$ cat src/rtl/core/ipl4cs_pkg.sv
// ----------------------------------------------------------------------------
// ipl4cs_pkg
// Shared constants, codes and a helper for the IPv4 transport checksum block.
// ----------------------------------------------------------------------------
package ipl4cs_pkg;

    // Status codes
    localparam logic [1:0] STATUS_OK      = 2'd0;
    localparam logic [1:0] STATUS_SHORT   = 2'd1;
    localparam logic [1:0] STATUS_BAD_HDR = 2'd2;

    // Fixed byte offsets inside the IPv4 header, and the saturating index limit
    localparam logic [15:0] IDX_IHL        = 16'd0;
    localparam logic [15:0] IDX_TLEN_HI    = 16'd2;
    localparam logic [15:0] IDX_TLEN_LO    = 16'd3;
    localparam logic [15:0] IDX_PROTO      = 16'd9;
    localparam logic [15:0] IDX_ADDR_FIRST = 16'd12;
    localparam logic [15:0] IDX_ADDR_LAST  = 16'd19;
    localparam logic [15:0] IDX_MAX        = 16'hffff;

    localparam logic [5:0]  MIN_HEADER_BYTES = 6'd20;

    // 16-bit ones' complement add with end-around carry
    function automatic logic [15:0] oc_add(input logic [15:0] a, input logic [15:0] b);
        logic [16:0] s;
        logic [16:0] f;
        s = {1'b0, a} + {1'b0, b};
        f = {1'b0, s[15:0]} + {16'd0, s[16]};
        return f[15:0];
    endfunction

endpackage

$ cat src/rtl/core/ipl4cs_in_if.sv
// ----------------------------------------------------------------------------
// ipl4cs_in_if
// Packet byte channel: one byte per beat with a last marker.
// ----------------------------------------------------------------------------
interface ipl4cs_in_if;
    logic       valid;
    logic       ready;
    logic [7:0] data_byte;
    logic       last_byte;

    modport source (output valid, output data_byte, output last_byte, input ready);
    modport sink   (input valid, input data_byte, input last_byte, output ready);
endinterface

$ cat src/rtl/core/ipl4cs_out_if.sv
// ----------------------------------------------------------------------------
// ipl4cs_out_if
// Result channel: checksum and status, one beat per packet.
// ----------------------------------------------------------------------------
interface ipl4cs_out_if;
    logic        valid;
    logic        ready;
    logic [15:0] checksum;
    logic [1:0]  status;

    modport source (output valid, output checksum, output status, input ready);
    modport sink   (input valid, input checksum, input status, output ready);
endinterface

$ cat src/rtl/core/ipv4_l4_pseudo_header_checksum.sv
// ----------------------------------------------------------------------------
// ipv4_l4_pseudo_header_checksum
// IPv4 transport checksum (with pseudo header) over a packet byte stream.
// ----------------------------------------------------------------------------
// Flow: a last byte is first registered in the byte stage, then its result is
//   written to the result register, which drives the result beat.
// Throughput: one byte per cycle, back to back across packets; the only stall
//   is a last byte meeting a result register that is full and not drained.
// Reset: i_rst_n synchronous, active low; empties the byte stage and the
//   result register and clears all per-packet state. State also returns to
//   zero after every last byte.
// ----------------------------------------------------------------------------
module ipv4_l4_pseudo_header_checksum (
    input  logic                i_clk,
    input  logic                i_rst_n,
    ipl4cs_in_if.sink           i_in,
    ipl4cs_out_if.source        o_out
);
    import ipl4cs_pkg::*;

    // Byte stage: the accepted beat is registered here first.
    logic        r_in_valid;
    logic [7:0]  r_in_byte;
    logic        r_in_last;

    // Per-packet parsing / sum state
    logic [15:0] r_byte_index,        n_byte_index;
    logic [5:0]  r_header_bytes,      n_header_bytes;
    logic [15:0] r_total_length,      n_total_length;
    logic [15:0] r_running_sum,       n_running_sum;
    logic [7:0]  r_pending_high_byte, n_pending_high_byte;
    logic        r_length_folded,     n_length_folded;

    // Result register
    logic        r_out_valid;
    logic [15:0] r_out_checksum,      n_out_checksum;
    logic [1:0]  r_out_status,        n_out_status;

    logic        stage_adv;   // byte stage may hand its beat on
    logic        stage_fire;  // byte stage is processed this cycle
    logic [15:0] addend;
    logic        do_add;
    logic [15:0] tl_full;     // total length once its low byte is in
    logic [15:0] l4_len;
    logic        header_ok;
    logic [16:0] received;
    logic [15:0] final_sum;

    // ---------------------------------------------------------------------
    // Handshake. A non-last byte never needs the result register, so only a
    // last byte waits on it. Result register drains in the same cycle.
    // ---------------------------------------------------------------------
    assign stage_adv  = !r_in_last || !r_out_valid || o_out.ready;
    assign stage_fire = r_in_valid && stage_adv;
    assign i_in.ready = !r_in_valid || stage_adv;

    assign o_out.valid    = r_out_valid;
    assign o_out.checksum = r_out_checksum;
    assign o_out.status   = r_out_status;

    // ---------------------------------------------------------------------
    // Per-byte state update: header capture, then one ones' complement add.
    // ---------------------------------------------------------------------
    always_comb begin
        n_header_bytes      = r_header_bytes;
        n_total_length      = r_total_length;
        n_pending_high_byte = r_pending_high_byte;
        n_length_folded     = r_length_folded;
        addend              = '0;
        do_add              = 1'b0;
        tl_full             = {r_total_length[15:8], r_in_byte};
        l4_len              = tl_full - {10'd0, r_header_bytes};

        if (r_byte_index == IDX_IHL) begin
            // IHL is in 32-bit words
            n_header_bytes = {r_in_byte[3:0], 2'b00};
        end else if (r_byte_index == IDX_TLEN_HI) begin
            n_total_length = {r_in_byte, 8'h00};
        end else if (r_byte_index == IDX_TLEN_LO) begin
            n_total_length = tl_full;
            // L4 length enters the pseudo header sum only for a sane header
            if (r_header_bytes >= MIN_HEADER_BYTES &&
                tl_full >= {10'd0, r_header_bytes}) begin
                addend          = l4_len;
                do_add          = 1'b1;
                n_length_folded = 1'b1;
            end
        end else if (r_byte_index == IDX_PROTO) begin
            // zero byte + protocol
            addend = {8'h00, r_in_byte};
            do_add = 1'b1;
        end else if (r_byte_index inside {[IDX_ADDR_FIRST:IDX_ADDR_LAST]}) begin
            // source and destination addresses, big-endian words
            if (!r_byte_index[0]) begin
                n_pending_high_byte = r_in_byte;
            end else begin
                addend = {r_pending_high_byte, r_in_byte};
                do_add = 1'b1;
            end
        end else if (r_byte_index >= {10'd0, MIN_HEADER_BYTES} &&
                     r_byte_index >= {10'd0, r_header_bytes} &&
                     r_byte_index <  r_total_length && r_length_folded) begin
            // L4 payload; header length is a multiple of 4 so the word
            // phase follows the index parity directly
            if (!r_byte_index[0]) begin
                n_pending_high_byte = r_in_byte;
            end else begin
                addend = {r_pending_high_byte, r_in_byte};
                do_add = 1'b1;
            end
        end

        n_running_sum = do_add ? oc_add(r_running_sum, addend) : r_running_sum;
        n_byte_index  = (r_byte_index == IDX_MAX) ? r_byte_index : r_byte_index + 16'd1;
    end

    // ---------------------------------------------------------------------
    // Result for a last byte: status checks, odd-length pad, inversion.
    // ---------------------------------------------------------------------
    always_comb begin
        received  = {1'b0, r_byte_index} + 17'd1;
        header_ok = n_header_bytes >= MIN_HEADER_BYTES &&
                    n_total_length >= {10'd0, n_header_bytes};
        // odd L4 length: last high byte pairs with a zero low byte
        final_sum = (n_total_length[0] ^ n_header_bytes[0]) ?
                    oc_add(n_running_sum, {n_pending_high_byte, 8'h00}) :
                    n_running_sum;

        if (r_byte_index < IDX_TLEN_LO) begin
            n_out_status = STATUS_SHORT;          // total length never seen
        end else if (!header_ok) begin
            n_out_status = STATUS_BAD_HDR;
        end else if (received < {1'b0, n_total_length}) begin
            n_out_status = STATUS_SHORT;
        end else begin
            n_out_status = STATUS_OK;
        end

        n_out_checksum = (n_out_status == STATUS_OK) ? ~final_sum : 16'h0000;
    end

    // ---------------------------------------------------------------------
    // Registers
    // ---------------------------------------------------------------------
    always_ff @(posedge i_clk) begin
        if (!i_rst_n) begin
            r_in_valid          <= 1'b0;
            r_out_valid         <= 1'b0;
            r_byte_index        <= '0;
            r_header_bytes      <= '0;
            r_total_length      <= '0;
            r_running_sum       <= '0;
            r_pending_high_byte <= '0;
            r_length_folded     <= 1'b0;
        end else begin
            if (i_in.ready) begin
                r_in_valid <= i_in.valid;
            end

            if (stage_fire) begin
                if (r_in_last) begin
                    // packet done: back to the reset state
                    r_byte_index        <= '0;
                    r_header_bytes      <= '0;
                    r_total_length      <= '0;
                    r_running_sum       <= '0;
                    r_pending_high_byte <= '0;
                    r_length_folded     <= 1'b0;
                end else begin
                    r_byte_index        <= n_byte_index;
                    r_header_bytes      <= n_header_bytes;
                    r_total_length      <= n_total_length;
                    r_running_sum       <= n_running_sum;
                    r_pending_high_byte <= n_pending_high_byte;
                    r_length_folded     <= n_length_folded;
                end
            end

            if (stage_fire && r_in_last) begin
                r_out_valid <= 1'b1;
            end else if (o_out.ready) begin
                r_out_valid <= 1'b0;
            end
        end
    end

    // Payload registers
    always_ff @(posedge i_clk) begin
        if (i_in.ready && i_in.valid) begin
            r_in_byte <= i_in.data_byte;
            r_in_last <= i_in.last_byte;
        end
        if (stage_fire && r_in_last) begin
            r_out_checksum <= n_out_checksum;
            r_out_status   <= n_out_status;
        end
    end

endmodule

$ cat src/flat_wrapper.sv
// flat-port wrapper written by rule: the top's interface ports become plain ports
module ipv4_l4_pseudo_header_checksum_flat import ipl4cs_pkg::*;
  (i_clk, i_rst_n, i_in_valid, i_in_data_byte, i_in_last_byte, i_in_ready, o_out_valid, o_out_checksum, o_out_status, o_out_ready);
  ipl4cs_in_if i_in_i ();
  ipl4cs_out_if o_out_i ();
  input  logic i_clk;
  input  logic i_rst_n;
  input wire logic [$bits(i_in_i.valid)-1:0] i_in_valid;
  input wire logic [$bits(i_in_i.data_byte)-1:0] i_in_data_byte;
  input wire logic [$bits(i_in_i.last_byte)-1:0] i_in_last_byte;
  output wire logic [$bits(i_in_i.ready)-1:0] i_in_ready;
  output wire logic [$bits(o_out_i.valid)-1:0] o_out_valid;
  output wire logic [$bits(o_out_i.checksum)-1:0] o_out_checksum;
  output wire logic [$bits(o_out_i.status)-1:0] o_out_status;
  input wire logic [$bits(o_out_i.ready)-1:0] o_out_ready;
  assign i_in_i.valid = i_in_valid;
  assign i_in_i.data_byte = i_in_data_byte;
  assign i_in_i.last_byte = i_in_last_byte;
  assign i_in_ready = i_in_i.ready;
  assign o_out_valid = o_out_i.valid;
  assign o_out_checksum = o_out_i.checksum;
  assign o_out_status = o_out_i.status;
  assign o_out_i.ready = o_out_ready;
  ipv4_l4_pseudo_header_checksum u_core (.i_clk(i_clk), .i_rst_n(i_rst_n), .i_in(i_in_i), .o_out(o_out_i));
endmodule
$ cat config.mk
export PLATFORM = sky130hd
export DESIGN_NAME = ipv4_l4_pseudo_header_checksum_flat
export DESIGN_NICKNAME = d
export VERILOG_FILES = /design/src/rtl/core/ipl4cs_pkg.sv /design/src/rtl/core/ipl4cs_in_if.sv /design/src/rtl/core/ipl4cs_out_if.sv /design/src/rtl/core/ipv4_l4_pseudo_header_checksum.sv /design/src/flat_wrapper.sv
export SDC_FILE = /design/constraint.sdc
export NUM_CORES = 1
export LEC_CHECK = 0
export ABC_CLOCK_PERIOD_IN_PS = 7900
export BUFFER_PORTS_ARGS = -buffer_cell sky130_fd_sc_hd__buf_2
export CAP_MARGIN = 40
export CORE_MARGIN = 3
export CORE_UTILIZATION = 58
export CTS_CLUSTER_SIZE = 16
export DETAILED_ROUTE_END_ITERATION = 10
export HOLD_SLACK_MARGIN = 0.02
export PLACE_DENSITY = 0.79
export SLEW_MARGIN = 20
export SYNTH_ARGS = -nofsm -noshare
export SYNTH_HDL_FRONTEND = slang
export SYNTH_SLANG_ARGS = --single-unit
$ cat constraint.sdc
create_clock -name i_clk -period 7.9 [get_ports i_clk]
set_input_delay 0.395 -clock i_clk [delete_from_list [all_inputs] [get_ports i_clk]]
set_output_delay 0.395 -clock i_clk [all_outputs]
set_load 0.02 [all_outputs]
==> results of run 1 <==
[area by class of cell]
type                            count  area [µm²]  area share
Clock buffer                        9         225      0.0224
Clock inverter                      7        88.8     0.00883
Inverter                           54         203      0.0202
Multi-Input combinational cell    783        6120       0.608
Sequential cell                    92        2130       0.212
Tap cell                          176         220      0.0219
Timing Repair Buffer              148        1070       0.107
[cell usage in the layout (no fill, tap or decap), types with 16 or more instances in the layout]
master | synthesis | final
xnor2_1 | 27 | 26
nor2_1 | 66 | 64
nor2b_1 | 45 | 45
a21oi_1 | 50 | 39
buf_4 | 0 | 111
nand4_1 | 17 | 17
dfxtp_1 | 65 | 53
ha_1 | 80 | 62
edfxtp_1 | 27 | 27
nand3_1 | 22 | 20
o21ai_0 | 49 | 40
o22ai_1 | 16 | 16
a22oi_1 | 44 | 43
nand2_1 | 60 | 57
xor2_1 | 22 | 21
buf_2 | 9 | 32
mux2i_1 | 20 | 20
nor3_1 | 23 | 19
and2_1 | 30 | 29
mux2_2 | 16 | 16
inv_1 | 54 | 49
[registers in the layout, indices dropped and copies added, names as in the netlist]
name	count
u_core.o_out.checksum	16
u_core.o_out.status	2
u_core.o_out.valid	1
u_core.r_byte_index	16
u_core.r_header_bytes	6
u_core.r_in_byte	8
u_core.r_in_last	1
u_core.r_in_valid	1
u_core.r_length_folded	1
u_core.r_pending_high_byte	8
u_core.r_running_sum	16
u_core.r_total_length	16
[logic make-up after synthesis]
logic type,count (synthesis),share of synthesized area
AND/OR/NAND/NOR,341,0.236
multiplexers,38,0.0495
buffers and inverters,98,0.0475
XOR/XNOR,50,0.0556
adder cells (fa/ha/maj),83,0.130
AO/OA/AOI/OAI,271,0.222
flip-flops,92,0.259
[worst max path at each step]
stage	from	to	slack, ns	cells after the start
after floorplan	u_core.r_in_byte[0]	u_core.o_out.checksum[11]	0.02	47
after global placement	u_core.r_total_length[11]	u_core.o_out.checksum[12]	0.09	42
after detailed placement	u_core.r_total_length[11]	u_core.o_out.checksum[12]	-0.19	43
after CTS	u_core.r_total_length[9]	u_core.o_out.checksum[12]	0.01	45
after global routing	u_core.r_total_length[14]	u_core.o_out.checksum[15]	-0.32	46
final	u_core.r_in_byte[0]	u_core.o_out.checksum[14]	0.09	47
[repair_timing]
item,CTS,global route
resized for setup,19,74
pin swaps,13,52
setup endpoints to repair,5,16
setup buffers,9,18
[power by group]
part           internal, mW  leakage, nW  switching [mW]  total (mW)
sequential            0.490        0.793         0.00446       0.494
clock                 0.277        0.158           0.204       0.481
combinational        0.0370         3.17          0.0648       0.102
[layer usage]
layer | global-route usage | share of wire | up-vias
met4 | 0.124 | 0.040 | 0
met1 | 0.436 | 0.42 | 3982
met3 | 0.0712 | 0.10 | 100
met2 | 0.472 | 0.44 | 466
met5 | 0 | 0 | -
li1 | - | - | 3848
[per-stage QoR]
step | utilization | total power, mW | TNS, ns
after floorplan | - | 0.560 | 0
after global placement | 0.672 | 0.592 | 0
final | 0.745 | 1.08 | 0
after global routing | 0.745 | 1.10 | -1.71
after CTS | 0.708 | 1.06 | 0
after detailed placement | 0.673 | 0.594 | -0.510
[critical path, delay by kind of cell, from the launching register on]
family / cells / cell delay [ns]
fa+ha+maj: 8 / 2.02
flops: 1 / 0.38
xor+xnor: 1 / 0.23
simple gates: 13 / 1.63
compound gates: 20 / 2.84
mux: 1 / 0.14
buf+inv: 4 / 0.38
==> impl_metrics.toml, run 1 <==
[critical_path]
startpoint_type = "flip-flop"
required_ns = 8.10
cp.arrival_ns = 8.01
r2r_end = "u_core.o_out.checksum[14]"
r2r_start = "u_core.r_in_byte[0]"
reg2reg_depth = 47
reg2reg_slack_ns = 0.09
slowest_stage = "fa_2"
max_stage_delay_ns = 0.42
path_max_fanout = 8
endpoint_kind = "flip-flop"
path_class = "flip-flop to flip-flop"
crit_top_cell = "a21oi_2"

[synth]
synth_largest_area_cell = "dfxtp_1"
synth-main-ff-cell = "dfxtp_1"
synth_seq_cells = 92
synth.area.top_cells = "dfxtp_1 16%, ha_1 12%, edfxtp_1 10%"
synth_cell_types = 81
synthCells = 973
synth.net_count = 1069
synth-edff-count = 27
synth_area_per_cell_um2 = 8.37
synth.most_common_cell = "ha_1"
netlist_area_mm2 = 0.00814
synth_top_area_frac = 0.160
yosysSeqAreaShare = 0.259
synth_common_cells = "80 x ha_1, 66 x nor2_1, 65 x dfxtp_1, 60 x nand2_1, 54 x inv_1"
yosys_warnings = 0
async_flop_share = 0

[clocking]
cts_tree = "yes"
clk_latency_ns = 0.36
htreeDepth = 3
ctsHoldBuffers = 0
cts.clk_slew.worst_paths_ns = 0.07
clock-sinks = 92
cts_buffer_depth = 2
cts.root.buffer_cell = "clkbuf_16"
cts_buffers = 9

[timing]
final.min_clock_period_ns = 7.81
fin_skew_ns = 0.0109
fmax_mhz = 128
hold_viol = 0
slew_viol_final = 0
rsz0062_at_grt = "true"
hold_ws_ns = 0.209
setup_violations = 0
slew_headroom = 0.429
finalWorstSetupSlack_ns = 0.0877
finalCritPeriodShare = 0.989
tightest_slew_ns = 0.849

[power]
peakVddDrop_mv = 0.122
p_per_area_mw_per_mm2 = 107
p_leak_nw = 4.12

[floorplanning]
die_w_um = 124
start_util = 0.603
dieHeight_um = 124
io_pins = 33
die_area_mm2 = 0.0155
std_cell_rows = 42
core_area_mm2 = 0.0135

[grt]
grt_pass1_vias = 7588
grt_pass1_wl_mm = 39.4
antenna_found_initial = 0
overflow = 0
grt_max_degree = 65
grtUsageTotal = 0.313

[worst_hold_path]
hold_path.startpoint = "i_in_data_byte[7]"
hold-path-endpoint = "u_core.r_in_byte[7]"
holdPathStages = 1
hold_path.class = "input port to flip-flop"

[detailed_routing]
route.detailed.drc = 0
vias_per_cell = 6.62
dr.pass1.iters = 6
routed_wl_mm = 26.4
postRouteAntennaNets = 0
drt-initial-drc-count = 1263
vias = 8396
post_drt_wl_per_cell_um = 20.8

[finish]
antennaDiodeCount = 0
fin_area_mm2 = 0.0101
final_layout_size_suffix_gt1_frac = 0.261
area_growth_pct = 23.5
nNetsFinal = 1184
fillers = 891
instances_no_fill = 1269

[placed_design]
place_area_mm2 = 0.00909
io_buffers = 32
place_congestion = 1.01
dp_slack_ns = -0.193
dp.cells = 1224
hpwl_mm = 18.5

[outcome]
status = "finished clean"

[flow_run]
max_cap_viol_count = 0
No activity file was read; power rests on OpenSTA's default activity.
==> run 2: changes to the inputs <==
--- a/config.mk
+++ b/config.mk
@@ -15,4 +15,5 @@
 export HOLD_SLACK_MARGIN = 0.02
 export PLACE_DENSITY = 0.79
+export REMOVE_ABC_BUFFERS = 1
 export SLEW_MARGIN = 20
 export SYNTH_ARGS = -nofsm -noshare
==> constraint.sdc (replaced) <==
create_clock -name i_clk -period 7.9 [get_ports i_clk]
set_input_delay 0.395 -clock i_clk [delete_from_list [all_inputs] [get_ports i_clk]]
set_output_delay 0.395 -clock i_clk [all_outputs]
set_load 0.05 [all_outputs]
==> impl_metrics.toml, run 2 (synthesis gave the netlist of run 1 again) <==
[outcome]
status = "finished, violations left"
violations = "negative setup slack"

[timing]
slew_headroom = 0.418
hold_viol = 0
tightest_slew_ns = 0.868
fmax_mhz = 125
final.min_clock_period_ns = 7.98
finalCritPeriodShare = 1.01
fin_skew_ns = 0.00823
hold_ws_ns = 0.204
finalWorstSetupSlack_ns = -0.0752
slew_viol_final = 0
rsz0062_at_grt = "true"
setup_violations = 4

[critical_path]
reg2reg_slack_ns = -0.08
path_class = "flip-flop to flip-flop"
r2r_start = "u_core.r_in_byte[1]"
slowest_stage = "edfxtp_1"
crit_top_cell = "o21ai_1"
reg2reg_depth = 44
cp.arrival_ns = 8.17
required_ns = 8.09
r2r_end = "u_core.o_out.checksum[15]"
endpoint_kind = "flip-flop"
path_max_fanout = 4
startpoint_type = "flip-flop"
crit_start = "u_core.r_in_byte[1]"
max_stage_delay_ns = 0.52
crit_path_end = "u_core.o_out.checksum[15]"

[floorplanning]
core_area_mm2 = 0.0135
dieHeight_um = 124
die_area_mm2 = 0.0155
std_cell_rows = 42
start_util = 0.603
io_pins = 33
die_w_um = 124

[clocking]
cts_tree = "yes"
clock-sinks = 92
cts_buffer_depth = 2
ctsHoldBuffers = 0
clk_latency_ns = 0.36
htreeDepth = 3
cts.root.buffer_cell = "clkbuf_16"
cts_buffers = 9
cts.clk_slew.worst_paths_ns = 0.08

[power]
p_per_area_mw_per_mm2 = 106
peakVddDrop_mv = 0.148
seqPwrFrac = 0.460
internal-power_mw = 0.783
comb_power_share = 0.101
p_leak_nw = 4.20
clkPwrFrac = 0.439
sw_frac_of_total = 0.274
p_switching_mw = 0.295

[placed_design]
dp_slack_ns = -0.198
io_buffers = 32
place_congestion = 0.969
place_area_mm2 = 0.00921
hpwl_mm = 18.7
dp.cells = 1251

[worst_hold_path]
hold_path.class = "input port to flip-flop"
hold_path.startpoint = "i_in_data_byte[4]"

[finish]
final_common_cell = "buf_4"
area_growth_pct = 24.7
instances_no_fill = 1291
seqCellArea_mm2 = 0.00212
nNetsFinal = 1206
final_cell_mix = "129 x buf_4, 65 x ha_1, 62 x dfxtp_1, 61 x nor2_1, 58 x nand2_1"
fin_area_mm2 = 0.0102
multi_input_area_mm2 = 0.00607
antennaDiodeCount = 0
fillers = 916
final_layout_size_suffix_gt1_frac = 0.261

[detailed_routing]
vias = 8605
vias_per_cell = 6.67
routed_wl_mm = 27.4
post_drt_wl_per_cell_um = 21.2
dr.pass1.iters = 8
drt-initial-drc-count = 1234
route.detailed.drc = 0
postRouteAntennaNets = 0

[flow_run]
max_cap_viol_count = 0

[grt]
grt_pass1_vias = 7923
overflow = 0
antenna_found_initial = 0
grt_pass1_wl_mm = 41.6
grt_max_degree = 65
grtUsageTotal = 0.327
## run 2: timing repair
action,in CTS,in global routing
setup buffers,12,11
setup endpoints to repair,6,16
resized for setup,44,53
pin swaps,26,44
## run 2: worst min path at each step
stage | cells after the start | slack, ns | end
floorplan | 2 | 0.44 | u_core.r_length_folded
global placement | 2 | 0.47 | u_core.r_length_folded
detailed placement | 2 | 0.49 | u_core.r_header_bytes[0]
CTS | 1 | 0.20 | u_core.r_in_byte[2]
global route | 1 | 0.20 | u_core.r_in_byte[6]
finish | 1 | 0.20 | u_core.r_in_byte[4]
## run 2: final cells by class
cell class	count	area share
clock buffers	9	0.0222
clock inverters	7	0.00924
inverters	54	0.0200
multi-input cells	783	0.598
flip-flops and latches	92	0.208
well taps	176	0.0217
repair buffers	170	0.121
## run 2: power by group through the flow
stage	Clock [mW]	Sequential, mW	Combinational (mW)
finish	0.473	0.496	0.109
global route	0.496	0.496	0.115
CTS	0.471	0.495	0.0991
detailed placement	0	0.506	0.0948
global placement	0	0.506	0.0908
floorplan	0	0.514	0.0440
## run 2: metal layers
layer | wire, µm | share of wire | global-route usage | vias up
met5 | 0 | 0 | 0 | -
met4 | 974 | 0.036 | 0.101 | 0
met3 | 3130 | 0.11 | 0.0678 | 108
met2 | 11900 | 0.44 | 0.498 | 572
met1 | 11400 | 0.41 | 0.467 | 4052
li1 | - | - | - | 3873
## run 2: stage by stage
stage          TNS (ns)  utilization  total power, mW
2_1_floorplan     -1.55            -            0.558
3_3_place_gp          0        0.679            0.597
3_5_place_dp     -0.730        0.682            0.601
4_1_cts               0        0.726             1.07
5_1_grt           -5.31        0.752             1.11
6_report         -0.183        0.752             1.08
## run 2: critical path: cells and delay by family (launching register included)
family | cells | cell delay, ns
buffers and inverters | 4 | 0.46
flip-flops | 1 | 0.52
adder cells (fa/ha/maj) | 5 | 1.33
multiplexers | 1 | 0.19
XOR/XNOR | 2 | 0.19
AND/OR/NAND/NOR | 14 | 2.23
AO/OA/AOI/OAI | 18 | 2.87
